<file path="config.mk">
export PLATFORM = sky130hd
export DESIGN_NAME = grapheme_cluster_segmenter_flat
export DESIGN_NICKNAME = d
export VERILOG_FILES = /design/src/sv/gcs_pkg.sv /design/src/sv/gcs_if.sv /design/src/sv/gcs_classify.sv /design/src/sv/gcs_tracker.sv /design/src/sv/gcs_result_queue.sv /design/src/sv/grapheme_cluster_segmenter.sv /design/src/flat_wrapper.sv
export SDC_FILE = /design/constraint.sdc
export NUM_CORES = 1
export LEC_CHECK = 0
export BUFFER_PORTS_ARGS = -buffer_cell sky130_fd_sc_hd__buf_2
export CAP_MARGIN = 10
export CORE_MARGIN = 2
export CORE_UTILIZATION = 50
export DETAILED_ROUTE_END_ITERATION = 16
export PLACE_DENSITY = 0.75
export SYNTH_ARGS = -nofsm -noshare
export SYNTH_HDL_FRONTEND = slang
export SYNTH_SLANG_ARGS = --single-unit
</file>
<file path="constraint.sdc">
create_clock -name clk -period 5.14 [get_ports clk]
set_input_delay 0.257 -clock clk [delete_from_list [all_inputs] [get_ports clk]]
set_output_delay 0.257 -clock clk [all_outputs]
set_load 0.01 [all_outputs]
</file>
<file path="src/sv/gcs_pkg.sv">
// Shared types and constants for the grapheme cluster segmenter.
`default_nettype none
package gcs_pkg;

  localparam int unsigned POSITION_BITS_DEF = 32;
  localparam int unsigned LENGTH_BITS_DEF   = 16;

  localparam int unsigned CP_W    = 21;
  localparam int unsigned BC_W    = 3;
  localparam int unsigned START_W = 32;
  localparam int unsigned BYTES_W = 16;

  localparam int unsigned QUEUE_DEPTH = 4;

  // Character classes of one codepoint.
  typedef struct packed {
    logic cr;
    logic lf;
    logic ri;
    logic hl;
    logic hv;
    logic ht;
    logic extend;
    logic zwj;
    logic prepend;
  } cp_class_t;

  typedef struct packed {
    logic [START_W-1:0] cluster_start;
    logic [BYTES_W-1:0] cluster_bytes;
    logic               final_cluster;
    logic               last_of_item;
  } cluster_t;

  // Up to two words are pushed toward the output per accepted item.
  typedef struct packed {
    logic     push0;
    logic     push1;
    cluster_t word0;
    cluster_t word1;
  } push_t;

endpackage
`default_nettype wire

</file>
<file path="src/sv/gcs_if.sv">
// Handshake interfaces for the codepoint and cluster channels.
`default_nettype none
interface gcs_item_if;
  import gcs_pkg::*;
  logic            valid;
  logic            ready;
  logic [CP_W-1:0] codepoint;
  logic [BC_W-1:0] byte_count;
  logic            end_of_text;

  modport source (output valid, codepoint, byte_count, end_of_text, input ready);
  modport sink (input valid, codepoint, byte_count, end_of_text, output ready);
endinterface

interface gcs_cluster_if;
  import gcs_pkg::*;
  logic               valid;
  logic               ready;
  logic [START_W-1:0] cluster_start;
  logic [BYTES_W-1:0] cluster_bytes;
  logic               final_cluster;
  logic               last_of_item;

  modport source (output valid, cluster_start, cluster_bytes, final_cluster,
                  last_of_item, input ready);
  modport sink (input valid, cluster_start, cluster_bytes, final_cluster,
                last_of_item, output ready);
endinterface
`default_nettype wire

</file>
<file path="src/sv/gcs_classify.sv">
// Range compares that sort one codepoint into its segmentation classes.
`default_nettype none
module gcs_classify
  import gcs_pkg::*;
(
  input  logic [CP_W-1:0] codepoint,
  output cp_class_t       cls
);

  function automatic logic in_rng(input logic [CP_W-1:0] c,
                                  input logic [CP_W-1:0] lo,
                                  input logic [CP_W-1:0] hi);
    return (c >= lo) && (c <= hi);
  endfunction

  logic [CP_W-1:0] c;
  assign c = codepoint;

  always_comb begin
    cls.cr = (c == 21'h0000d);
    cls.lf = (c == 21'h0000a);
    cls.ri = in_rng(c, 21'h1f1e6, 21'h1f1ff);
    cls.hl = in_rng(c, 21'h01100, 21'h0115f) || in_rng(c, 21'h0a960, 21'h0a97c);
    cls.hv = in_rng(c, 21'h01160, 21'h011a7) || in_rng(c, 21'h0d7b0, 21'h0d7c6);
    cls.ht = in_rng(c, 21'h011a8, 21'h011ff) || in_rng(c, 21'h0d7cb, 21'h0d7fb);
    cls.extend = in_rng(c, 21'h00300, 21'h0036f) || in_rng(c, 21'h01ab0, 21'h01aff) ||
                 in_rng(c, 21'h01dc0, 21'h01dff) || in_rng(c, 21'h020d0, 21'h020ff) ||
                 in_rng(c, 21'h0fe00, 21'h0fe0f) || in_rng(c, 21'h1f3fb, 21'h1f3ff) ||
                 in_rng(c, 21'h1f7e0, 21'h1faff) || in_rng(c, 21'h00903, 21'h0093c) ||
                 in_rng(c, 21'h00a3e, 21'h00a42) || in_rng(c, 21'h00bbe, 21'h00bce) ||
                 in_rng(c, 21'h1d165, 21'h1d169) || in_rng(c, 21'he0020, 21'he007f);
    cls.zwj = (c == 21'h0200d);
    cls.prepend = in_rng(c, 21'h00600, 21'h00605) || (c == 21'h006dd) ||
                  (c == 21'h0070f) || in_rng(c, 21'h00890, 21'h00891) ||
                  (c == 21'h00d4e) || (c == 21'h110bd) ||
                  in_rng(c, 21'h111c2, 21'h111c3) || (c == 21'h1193f) ||
                  (c == 21'h11941) || (c == 21'h11a3a) ||
                  in_rng(c, 21'h11a84, 21'h11a89) || (c == 21'h11d46);
  end

endmodule
`default_nettype wire

</file>
<file path="src/sv/gcs_tracker.sv">
// Open cluster state, join rules and generation of closed cluster words.
`default_nettype none
module gcs_tracker
  import gcs_pkg::*;
#(
  parameter int unsigned POSITION_BITS = POSITION_BITS_DEF,
  parameter int unsigned LENGTH_BITS   = LENGTH_BITS_DEF
) (
  input  logic            clk,
  input  logic            rst,
  input  logic            fire,
  input  cp_class_t       cls,
  input  logic [BC_W-1:0] byte_count,
  input  logic            end_of_text,
  output push_t           push
);

  typedef enum logic [2:0] {
    KIND_NONE,
    KIND_CR,
    KIND_RI,
    KIND_L,
    KIND_V,
    KIND_GEN,
    KIND_JOIN
  } kind_t;

  kind_t                    open_kind, open_kind_next;
  logic [POSITION_BITS-1:0] open_start, open_start_next;
  logic [LENGTH_BITS-1:0]   open_length, open_length_next;
  logic [POSITION_BITS-1:0] text_position, text_position_next;

  logic                     absorbed, pair_closed, emit_prev, emit_last;
  kind_t                    kind_mid, start_kind, kind1;
  logic [POSITION_BITS-1:0] start1;
  logic [LENGTH_BITS-1:0]   len1, len_abs, len_new;
  logic [LENGTH_BITS:0]     sum_abs, sum_new;
  cluster_t                 prev_word, last_word;

  function automatic cluster_t make_word(input logic [POSITION_BITS-1:0] st,
                                         input logic [LENGTH_BITS-1:0] ln,
                                         input logic fin, input logic last);
    logic [POSITION_BITS+START_W-1:0] st_ext;
    logic [LENGTH_BITS+BYTES_W-1:0]   ln_ext;
    cluster_t w;
    st_ext = {{START_W{1'b0}}, st};
    ln_ext = {{BYTES_W{1'b0}}, ln};
    w.cluster_start = st_ext[START_W-1:0];
    w.cluster_bytes = ln_ext[BYTES_W-1:0];
    w.final_cluster = fin;
    w.last_of_item  = last;
    return w;
  endfunction

  // Saturating lengths: a carry out of the sum means the maximum was passed.
  assign sum_abs = {1'b0, open_length} + (LENGTH_BITS+1)'(byte_count);
  assign sum_new = (LENGTH_BITS+1)'(byte_count);
  assign len_abs = sum_abs[LENGTH_BITS] ? '1 : sum_abs[LENGTH_BITS-1:0];
  assign len_new = sum_new[LENGTH_BITS] ? '1 : sum_new[LENGTH_BITS-1:0];

  always_comb begin
    absorbed    = 1'b0;
    pair_closed = 1'b0;
    kind_mid    = open_kind;
    unique case (open_kind)
      KIND_NONE: ;
      KIND_RI: begin
        if (cls.ri) begin
          absorbed    = 1'b1;
          pair_closed = 1'b1;
        end
      end
      KIND_L: absorbed = cls.hl || cls.hv;
      KIND_V: absorbed = cls.hv || cls.ht;
      default: begin
        priority if (open_kind == KIND_CR && cls.lf && byte_count == BC_W'(1)) begin
          absorbed    = 1'b1;
          pair_closed = 1'b1;
        end else if (cls.extend) begin
          absorbed = 1'b1;
          if (open_kind == KIND_CR) kind_mid = KIND_GEN;
        end else if (cls.zwj) begin
          absorbed = 1'b1;
          kind_mid = KIND_JOIN;
        end else if (open_kind == KIND_JOIN) begin
          absorbed = 1'b1;
          kind_mid = KIND_GEN;
        end else begin
          absorbed = 1'b0;
        end
      end
    endcase
  end

  always_comb begin
    priority if (cls.cr) start_kind = KIND_CR;
    else if (cls.ri)      start_kind = KIND_RI;
    else if (cls.hl)      start_kind = KIND_L;
    else if (cls.hv)      start_kind = KIND_V;
    else if (cls.prepend) start_kind = KIND_JOIN;
    else                  start_kind = KIND_GEN;
  end

  always_comb begin
    if (absorbed) begin
      start1 = open_start;
      len1   = len_abs;
      kind1  = kind_mid;
    end else begin
      start1 = text_position;
      len1   = len_new;
      kind1  = start_kind;
    end
    emit_prev = !absorbed && (open_kind != KIND_NONE);
    emit_last = pair_closed || end_of_text;
    prev_word = make_word(open_start, open_length, 1'b0, !emit_last);
    last_word = make_word(start1, len1, end_of_text, 1'b1);

    push.push0 = fire && (emit_prev || emit_last);
    push.push1 = fire && emit_prev && emit_last;
    push.word0 = emit_prev ? prev_word : last_word;
    push.word1 = last_word;

    if (end_of_text) begin
      open_kind_next     = KIND_NONE;
      open_start_next    = '0;
      open_length_next   = '0;
      text_position_next = '0;
    end else begin
      open_kind_next     = pair_closed ? KIND_NONE : kind1;
      open_start_next    = start1;
      open_length_next   = len1;
      text_position_next = text_position + POSITION_BITS'(byte_count);
    end
  end

  always_ff @(posedge clk) begin
    if (rst) begin
      open_kind     <= KIND_NONE;
      open_start    <= '0;
      open_length   <= '0;
      text_position <= '0;
    end else if (fire) begin
      open_kind     <= open_kind_next;
      open_start    <= open_start_next;
      open_length   <= open_length_next;
      text_position <= text_position_next;
    end
  end

endmodule
`default_nettype wire

</file>
<file path="src/sv/gcs_result_queue.sv">
// Small result queue that takes up to two words per cycle and hands out one.
`default_nettype none
module gcs_result_queue
  import gcs_pkg::*;
(
  input  logic             clk,
  input  logic             rst,
  input  push_t            push,
  output logic             room,
  gcs_cluster_if.source    clusters
);

  localparam int unsigned PTR_W = $clog2(QUEUE_DEPTH);
  localparam int unsigned CNT_W = $clog2(QUEUE_DEPTH + 1);

  cluster_t          entries [QUEUE_DEPTH];
  logic [PTR_W-1:0]  wr_ptr, rd_ptr;
  logic [PTR_W-1:0]  wr_ptr1;
  logic [CNT_W-1:0]  count, count_next;
  logic              pop;
  logic [1:0]        n_push;
  cluster_t          head;

  assign wr_ptr1 = wr_ptr + PTR_W'(1);
  assign pop     = clusters.valid && clusters.ready;
  assign n_push  = {1'b0, push.push0} + {1'b0, push.push1};
  assign count_next = count + CNT_W'(n_push) - CNT_W'(pop);
  // Room for the worst case of two words from the next item.
  assign room = count <= CNT_W'(QUEUE_DEPTH - 2);

  assign head                   = entries[rd_ptr];
  assign clusters.valid         = count != '0;
  assign clusters.cluster_start = head.cluster_start;
  assign clusters.cluster_bytes = head.cluster_bytes;
  assign clusters.final_cluster = head.final_cluster;
  assign clusters.last_of_item  = head.last_of_item;

  always_ff @(posedge clk) begin
    if (push.push0) entries[wr_ptr] <= push.word0;
    if (push.push1) entries[wr_ptr1] <= push.word1;
  end

  always_ff @(posedge clk) begin
    if (rst) begin
      wr_ptr <= '0;
      rd_ptr <= '0;
      count  <= '0;
    end else begin
      wr_ptr <= wr_ptr + PTR_W'(n_push);
      if (pop) rd_ptr <= rd_ptr + PTR_W'(1);
      count <= count_next;
    end
  end

endmodule
`default_nettype wire

</file>
<file path="src/sv/grapheme_cluster_segmenter.sv">
// Grapheme cluster segmenter: codepoints in, closed cluster offsets and lengths out.
// Each accepted codepoint passes through an input register; the cluster words it closes then go into the result queue.
// Throughput: one codepoint per cycle; input stalls only while the four-word
// result queue has fewer than two free entries.
// Reset clears the open cluster, the text position and the result queue.
`default_nettype none
module grapheme_cluster_segmenter
  import gcs_pkg::*;
#(
  parameter int unsigned POSITION_BITS = POSITION_BITS_DEF,
  parameter int unsigned LENGTH_BITS   = LENGTH_BITS_DEF
) (
  input  logic          clk,
  input  logic          rst,
  gcs_item_if.sink      items,
  gcs_cluster_if.source clusters
);

  logic            s1_valid;
  logic [CP_W-1:0] s1_codepoint;
  logic [BC_W-1:0] s1_byte_count;
  logic            s1_end_of_text;
  logic            room, fire;
  cp_class_t       cls;
  push_t           push;

  assign fire        = s1_valid && room;
  assign items.ready = !s1_valid || fire;

  always_ff @(posedge clk) begin
    if (rst) begin
      s1_valid <= 1'b0;
    end else if (items.ready) begin
      s1_valid <= items.valid;
    end
  end

  always_ff @(posedge clk) begin
    if (items.valid && items.ready) begin
      s1_codepoint   <= items.codepoint;
      s1_byte_count  <= items.byte_count;
      s1_end_of_text <= items.end_of_text;
    end
  end

  gcs_classify u_classify (
    .codepoint (s1_codepoint),
    .cls       (cls)
  );

  gcs_tracker #(
    .POSITION_BITS (POSITION_BITS),
    .LENGTH_BITS   (LENGTH_BITS)
  ) u_tracker (
    .clk         (clk),
    .rst         (rst),
    .fire        (fire),
    .cls         (cls),
    .byte_count  (s1_byte_count),
    .end_of_text (s1_end_of_text),
    .push        (push)
  );

  gcs_result_queue u_queue (
    .clk      (clk),
    .rst      (rst),
    .push     (push),
    .room     (room),
    .clusters (clusters)
  );

endmodule
`default_nettype wire
</file>
<file path="src/flat_wrapper.sv">
// flat-port wrapper written by rule: the top's interface ports become plain ports
module grapheme_cluster_segmenter_flat import gcs_pkg::*;
#(
  parameter int unsigned POSITION_BITS = POSITION_BITS_DEF,
  parameter int unsigned LENGTH_BITS   = LENGTH_BITS_DEF
)
  (clk, rst, items_valid, items_codepoint, items_byte_count, items_end_of_text, items_ready, clusters_valid, clusters_cluster_start, clusters_cluster_bytes, clusters_final_cluster, clusters_last_of_item, clusters_ready);
  gcs_item_if items_i ();
  gcs_cluster_if clusters_i ();
  input  logic clk;
  input  logic rst;
  input wire logic [$bits(items_i.valid)-1:0] items_valid;
  input wire logic [$bits(items_i.codepoint)-1:0] items_codepoint;
  input wire logic [$bits(items_i.byte_count)-1:0] items_byte_count;
  input wire logic [$bits(items_i.end_of_text)-1:0] items_end_of_text;
  output wire logic [$bits(items_i.ready)-1:0] items_ready;
  output wire logic [$bits(clusters_i.valid)-1:0] clusters_valid;
  output wire logic [$bits(clusters_i.cluster_start)-1:0] clusters_cluster_start;
  output wire logic [$bits(clusters_i.cluster_bytes)-1:0] clusters_cluster_bytes;
  output wire logic [$bits(clusters_i.final_cluster)-1:0] clusters_final_cluster;
  output wire logic [$bits(clusters_i.last_of_item)-1:0] clusters_last_of_item;
  input wire logic [$bits(clusters_i.ready)-1:0] clusters_ready;
  assign items_i.valid = items_valid;
  assign items_i.codepoint = items_codepoint;
  assign items_i.byte_count = items_byte_count;
  assign items_i.end_of_text = items_end_of_text;
  assign items_ready = items_i.ready;
  assign clusters_valid = clusters_i.valid;
  assign clusters_cluster_start = clusters_i.cluster_start;
  assign clusters_cluster_bytes = clusters_i.cluster_bytes;
  assign clusters_final_cluster = clusters_i.final_cluster;
  assign clusters_last_of_item = clusters_i.last_of_item;
  assign clusters_i.ready = clusters_ready;
  grapheme_cluster_segmenter #(.POSITION_BITS(POSITION_BITS), .LENGTH_BITS(LENGTH_BITS)) u_core (.clk(clk), .rst(rst), .items(items_i), .clusters(clusters_i));
endmodule
</file>
Word level (Yosys, flattened, before mapping)
Memory sizes are Yosys's and may differ from the RTL's. A register that Yosys moved wholly into a read port is not among the register bits.
Cells that the tools add are included.
{"block": "word_totals", "word_cells": 194, "inputBits": 29, "regBits": 116, "ramBits": 200, "n_memories": 1}
{"block": "op_classes", "addsub": 8, "order_cmp": 47, "mux": 35, "eq_ne": 21, "reduce_logical": 71}
{"memory": "u_core.u_queue.entries", "depth": 4, "word_bits": 50, "read_ports": 1, "rd_clocked_by_memory_dff": 1, "write_ports": 2, "line": "gcs_result_queue.sv:16", "rtl": "cluster_t entries [QUEUE_DEPTH];"}
{"cell": "greater-or-equal comparator 21 x 17 -> 1 bit, second input constant", "n": 6}
{"cell": "less-or-equal comparator 21 x 17 -> 1 bit, second input constant", "n": 6}
{"cell": "== test 21 x 17 -> 1 bit, second input constant", "n": 5}
{"cell": "greater-or-equal comparator 21 x 13 -> 1 bit, second input constant", "n": 5}
{"cell": "less-or-equal comparator 21 x 13 -> 1 bit, second input constant", "n": 5}
{"cell": "2-to-1 mux 32 bit", "n": 3}
{"cell": "greater-or-equal comparator 21 x 12 -> 1 bit, second input constant", "n": 4}
{"cell": "greater-or-equal comparator 21 x 16 -> 1 bit, second input constant", "n": 4}
{"cell": "less-or-equal comparator 21 x 12 -> 1 bit, second input constant", "n": 4}
{"cell": "less-or-equal comparator 21 x 16 -> 1 bit, second input constant", "n": 4}
{"cell": "2-to-1 mux 50 bit", "n": 1}
{"cell": "2-to-1 mux 16 bit", "n": 3}
{"cell": "== test 21 x 11 -> 1 bit, second input constant", "n": 2}
{"cell": "== test 21 x 4 -> 1 bit, second input constant", "n": 2}
{"cell": "2-to-1 mux 3 bit", "n": 12}
{"cell": "adder 32 x 3 -> 32 bit", "n": 1}
{"cell": "logical AND 1 bit", "n": 32}
{"cell": "logical OR 1 bit", "n": 30}
{"cell": "== test 21 x 12 -> 1 bit, second input constant", "n": 1}
{"cell": "== test 21 x 14 -> 1 bit, second input constant", "n": 1}
{"cell": "greater-or-equal comparator 21 x 10 -> 1 bit, second input constant", "n": 1}
{"cell": "greater-or-equal comparator 21 x 11 -> 1 bit, second input constant", "n": 1}
{"cell": "greater-or-equal comparator 21 x 14 -> 1 bit, second input constant", "n": 1}
{"cell": "greater-or-equal comparator 21 x 20 -> 1 bit, second input constant", "n": 1}
{"cell": "28 further kinds", "n": 47}

Logic depth before layout (Yosys ltp)
{"block": "depth", "depth_word": 23, "ltp_mapped": 22}

By module
Synthesis repeated with hierarchy kept, for this count alone.
{"block": "unflattened", "hier_cells": 1459, "hier_area_um2": 17594.4}
{"module": "gcs_result_queue", "cells_per_inst": 534, "n_inst": 1, "area_each_um2": 10065.9}
{"module": "gcs_tracker", "cells_per_inst": 638, "n_inst": 1, "area_each_um2": 5141.2}
{"module": "gcs_classify", "cells_per_inst": 256, "n_inst": 1, "area_each_um2": 1574.0}
{"module": "grapheme_cluster_segmenter", "cells_per_inst": 31, "n_inst": 1, "area_each_um2": 813.3}

Worst setup path before layout
Ideal clock, no wire load.
{"block": "synth_path", "path_type": "register to register", "start": "reg u_core.s1_codepoint[17]", "end": "reg u_core.u_queue.count[2]", "setup_slack_ns": 0.638, "required_time_ns": 5.012, "arrival_ns": 4.374, "path_stages_with_launch": 22, "setup_ns": 0.128, "cell_sequence": "edfxtp_1 or4_1 buf_2 or3_1 buf_2 a221oi_2 a41oi_1 o2111a_1 a22oi_4 buf_6 or2_1 buf_2 a21oi_1 ha_1 inv_1 ha_1 inv_1 ha_1 fa_1 xor2_1 xnor2_1 nor2_1"}
{"block": "synth_between", "elab_chain_len": 23, "word_cells_on_any_way": 94}
{"item": "start, declared", "line": "grapheme_cluster_segmenter.sv:20", "rtl": "logic [CP_W-1:0] s1_codepoint;"}
{"item": "start signal, assigned", "line": "grapheme_cluster_segmenter.sv:40", "rtl": "s1_codepoint <= items.codepoint;"}
{"item": "greater-or-equal comparator 21 x 10 -> 1 bit (tied with other cells)", "line": "gcs_classify.sv:13", "rtl": "return (c >= lo) && (c <= hi);"}
{"item": "logical AND 1 bit", "line": "gcs_classify.sv:13"}
{"item": "logical OR 1 bit (2 in a row)", "line": "gcs_classify.sv:26", "rtl": "cls.extend = in_rng(c, 21'h00300, 21'h0036f) || in_rng(c, 21'h01ab0, 21'h01aff) ||"}
{"item": "logical OR 1 bit (2 in a row)", "line": "gcs_classify.sv:27", "rtl": "in_rng(c, 21'h01dc0, 21'h01dff) || in_rng(c, 21'h020d0, 21'h020ff) ||"}
{"item": "logical OR 1 bit (2 in a row)", "line": "gcs_classify.sv:28", "rtl": "in_rng(c, 21'h0fe00, 21'h0fe0f) || in_rng(c, 21'h1f3fb, 21'h1f3ff) ||"}
{"item": "logical OR 1 bit (2 in a row)", "line": "gcs_classify.sv:29", "rtl": "in_rng(c, 21'h1f7e0, 21'h1faff) || in_rng(c, 21'h00903, 21'h0093c) ||"}
{"item": "logical OR 1 bit (2 in a row)", "line": "gcs_classify.sv:30", "rtl": "in_rng(c, 21'h00a3e, 21'h00a42) || in_rng(c, 21'h00bbe, 21'h00bce) ||"}
{"item": "logical OR 1 bit", "line": "gcs_classify.sv:31", "rtl": "in_rng(c, 21'h1d165, 21'h1d169) || in_rng(c, 21'he0020, 21'he007f);"}
{"item": "(+2 left out)"}
{"item": "one-hot mux 1 bit (4 select lines)", "line": "gcs_tracker.sv:65", "rtl": "unique case (open_kind)"}
{"item": "zero test 1 bit", "line": "gcs_tracker.sv:114", "rtl": "emit_prev = !absorbed && (open_kind != KIND_NONE);"}
{"item": "logical AND 1 bit", "line": "gcs_tracker.sv:114"}
{"item": "logical OR 1 bit or logical AND 1 bit (tied branches)", "line": "gcs_tracker.sv:119, gcs_tracker.sv:120"}
{"item": "logical AND 1 bit (on tied branches)", "line": "gcs_tracker.sv:119, gcs_tracker.sv:120"}
{"item": "adder 1 x 1 -> 2 bit *", "line": "gcs_result_queue.sv:26", "rtl": "assign n_push = {1'b0, push.push0} + {1'b0, push.push1};"}
{"item": "adder 3 x 2 -> 3 bit *", "line": "gcs_result_queue.sv:27", "rtl": "assign count_next = count + CNT_W'(n_push) - CNT_W'(pop);"}
{"item": "subtractor 3 x 1 -> 3 bit *", "line": "gcs_result_queue.sv:27"}
{"item": "end signal, assigned", "line": "gcs_result_queue.sv:51", "rtl": "count <= count_next;"}
{"item": "end, declared", "line": "gcs_result_queue.sv:19", "rtl": "logic [CNT_W-1:0] count, count_next;"}
Every way passes the cells marked *; elsewhere a longest branch is shown, timed or not.
A chain may end at the register's enable or synchronous reset.

Final worst setup path
{"block": "layout_path", "start": "reg u_core.s1_codepoint[7]", "end": "reg u_core.u_queue.count[2]"}
The elaborated chain is that of the path after synthesis.

==> flow_metrics.py <==
metrics = {
    "run_status": {
        "status": "completed",
    },
    "clock_tree": {
        "path_clk_slew_ns": 0.06,
        "insertion_delay_ns": 0.51,
        "post_cts_resized": 0,
        "tritoncts": "done",
        "clock-root-buffer": "clkbuf_16",
        "cts_sinks": 318,
        "clock_path_buffers": 3,
        "htreeDepth": 2,
        "numCtsBuffers": 34,
    },
    "global_route": {
        "grt_pass1_wl_um": 70200,
        "grt_max_degree": 51,
        "overflow": 0,
        "grt_pass1_vias": 12500,
        "antenna_found_initial": 0,
        "grt_usage": 0.265,
    },
    "placed_design": {
        "place_ws_ns": 0.560,
        "io_buffer_count": 80,
        "hpwl_um": 28100,
        "place_congestion": 1.03,
        "placed_area_mm2": 0.0175,
    },
    "worst_setup_path": {
        "endpoint_kind": "flip-flop",
        "reg2reg_slack_ns": 0.56,
        "cp.arrival_ns": 4.96,
        "crit_top_cell": "ha_1",
        "cp_slowest_cell": "or4_1",
        "crit_path_cell_trace": "or4_1 -> nand4_1 -> nor4b_1 -> a2111oi_0 -> buf_4 -> o2111a_1 -> a22oi_4 -> or2_1 -> a21oi_1 -> ha_1 -> inv_1 -> ha_1 -> inv_1 -> ha_1 -> fa_1 -> xor2_1 -> xnor2_1 -> nor2_1",
        "reg2reg_depth": 18,
        "worstSetupPathType": "flip-flop to flip-flop",
        "timing.rr.end": "u_core.u_queue.count[2]",
        "slowest_delay_ns": 0.69,
        "cp-start-kind": "flip-flop",
        "cp.required_ns": 5.51,
        "endpoint": "u_core.u_queue.count[2]",
        "critical_path.max_fanout": 19,
        "crit_start": "u_core.s1_codepoint[7]",
        "r2r_start": "u_core.s1_codepoint[7]",
    },
    "synthesis": {
        "avgSynthCellArea_um2": 11.3,
        "syn-cell-area_mm2": 0.0164,
        "syn_nets": 1489,
        "seq_area_frac_synth": 0.523,
        "ys.flop_type": "edfxtp_1",
        "postSynth.asyncResetShare": 0,
        "ys_warn_count": 0,
        "synth_seq_cells": 318,
        "syn_inst": 1446,
        "synth_enable_flop_cells": 221,
        "synth_cell_types": 84,
    },
    "sta": {
        "hold_violations": 0,
        "relSlewSlack": 0.214,
        "drv_slew": 0,
        "whs_ns": 0.0411,
        "fin_worst_skew_ns": 0.0198,
        "worstMarginPinSlew_ns": 1.18,
        "tns_ns": 0,
        "finalCritPeriodShare": 0.892,
        "period_minus_slack_ns": 4.58,
        "clock.fmax_ghz": 0.218,
        "rsz0062_at_grt": "no",
        "worst_slack_ns": 0.556,
        "setup_viol": 0,
    },
    "pwr": {
        "switching_power_mw": 1.93,
        "p_int_mw": 4.96,
        "irDropWorstVdd_mv": 0.247,
        "switching_share": 0.280,
        "p_per_area_mw_per_mm2": 365,
        "leakagePower_nw": 6.51,
        "pwr-share-comb": 0.200,
        "clkPwrFrac": 0.361,
        "pwr-share-seq": 0.439,
    },
    "floorplanning": {
        "core_mm2": 0.0325,
        "die-area_mm2": 0.0343,
        "start_util": 0.505,
        "ios": 81,
        "rows": 66,
        "fp.dieW_um": 185,
        "dieHeight_um": 185,
    },
    "cells_and_area": {
        "layout_commonest_cell": "edfxtp_1",
        "drive_above_1_share": 0.200,
        "nets": 1554,
        "multi_input_area_mm2": 0.00712,
        "final-seq-area_mm2": 0.00859,
        "final_cell_mix": "221 x edfxtp_1, 163 x a22o_1, 119 x nand2_1",
        "n_antenna_cell": 0,
        "stdcell_area_mm2": 0.0188,
        "utilization": 0.581,
        "area_growth_pct": 14.9,
        "fill_cells": 2621,
    },
    "routing": {
        "first_pass_iters": 5,
        "routed_wl_um": 44900,
        "vias_per_cell": 6.39,
        "postRouteAntennaNets": 0,
        "drtIter0Drc": 1466,
        "drc": 0,
        "vias": 12600,
        "wl_per_cell_um": 22.7,
    },
    "run": {
        "maxCapViolCount": 0,
    },
    "hold_path": {
        "hold_class": "input pin to flip-flop",
    },
}
[worst max-delay path, delay by kind of cell (launching register included)]
family	cells	cell delay (ns)
compound gates	4	0.94
xor+xnor	2	0.34
fa+ha+maj	4	0.97
buf+inv	3	0.30
flops	1	0.66
simple gates	5	1.23
[area by class of cell]
| cell class | count | share of cell area |
|---|---|---|
| timing repair buffer | 177 | 0.0718 |
| clock inverter | 13 | 0.00784 |
| inverter | 26 | 0.00518 |
| multi-input combinational | 954 | 0.378 |
| tap | 442 | 0.0293 |
| clock buffer | 48 | 0.0523 |
| sequential | 318 | 0.456 |
[stage by stage]
stage                     power [mW]  std cells
after CTS                       6.92       1978
after floorplan                 3.91       1446
after detailed placement        4.44       1892
after global routing            7.15       1978
after global placement          4.43       1892
final                           6.89       1978
[registers in the layout (all words and copies together) (netlist names), named ones only]
name / count
u_core.s1_byte_count: 3
u_core.s1_codepoint: 21
u_core.s1_end_of_text: 1
u_core.s1_valid: 1
u_core.u_queue.count: 3
u_core.u_queue.entries: 200
u_core.u_queue.rd_ptr: 2
u_core.u_queue.wr_ptr: 2
u_core.u_tracker.open_kind: 3
u_core.u_tracker.open_length: 16
u_core.u_tracker.open_start: 32
u_core.u_tracker.text_position: 32
[power by group through the flow]
stage | registers [mW] | clock network, mW | logic [mW]
final | 3.02 | 2.48 | 1.38
after global routing | 3.04 | 2.63 | 1.48
after CTS | 3.02 | 2.51 | 1.38
after detailed placement | 3.08 | 0 | 1.36
after global placement | 3.07 | 0 | 1.36
after floorplan | 2.95 | 0 | 0.957
[worst min-delay path by stage]
stage / cells after the start / end / start / slack (ns)
floorplan: 0 / u_core.s1_byte_count[0] / items_byte_count[0] / 0.36
global placement: 1 / u_core.s1_codepoint[7] / items_codepoint[7] / 0.43
detailed placement: 1 / u_core.s1_codepoint[8] / items_codepoint[8] / 0.44
CTS: 3 / u_core.s1_valid / items_valid / 0.03
global route: 3 / u_core.s1_valid / items_valid / 0.06
finish: 3 / u_core.s1_valid / items_valid / 0.04
[what timing repair did]
| action | 4_1_cts | 5_1_grt |
|---|---|---|
| endpoints found under the hold margin | 25 | 0 |
| buffers inserted | 0 | 0 |
| hold buffers | 25 | 0 |
[metal layers]
metal,global-route usage,routed length [µm],up-vias
met5,0,0,-
met1,0.358,18100,6147
met4,0.116,1690,0
li1,-,-,5702
met2,0.424,21400,681
met3,0.0423,3770,116
[cell usage after synthesis, drive strengths merged, types with 6 or more instances]
| cell type | count | share of area |
|---|---|---|
| a221oi | 7 | 0.0045 |
| nor2b | 11 | 0.0042 |
| a31oi | 8 | 0.0031 |
| dfxtp | 97 | 0.12 |
| nor3 | 24 | 0.0092 |
| a211oi | 6 | 0.0038 |
| nand4 | 22 | 0.0084 |
| a22oi | 8 | 0.0045 |
| nand3 | 34 | 0.010 |
| mux2 | 7 | 0.0048 |
| ha | 11 | 0.0084 |
| a21oi | 92 | 0.028 |
| or3 | 11 | 0.0042 |
| mux4 | 50 | 0.069 |
| xor2 | 28 | 0.015 |
| nor4 | 21 | 0.0088 |
| a22o | 163 | 0.087 |
| nor2 | 124 | 0.029 |
| buf | 67 | 0.020 |
| or4 | 8 | 0.0037 |
| nand4b | 9 | 0.0048 |
| and3 | 9 | 0.0034 |
| a32oi | 6 | 0.0032 |
| nand2 | 121 | 0.028 |
| edfxtp | 221 | 0.40 |
| inv | 26 | 0.0060 |
| nand2b | 8 | 0.0031 |
| a2bb2oi | 10 | 0.0053 |
| clkbuf | 81 | 0.019 |
| o21ai | 32 | 0.012 |
| and2 | 12 | 0.0046 |
| xnor2 | 19 | 0.010 |
[cells by family after synthesis]
logic type | synth area share
buf+inv | 0.0447
flops | 0.523
xor+xnor | 0.0251
simple gates | 0.141
fa+ha+maj | 0.0121
compound gates | 0.179
mux | 0.0749
Note: power is estimated with default switching activity, not from simulation.
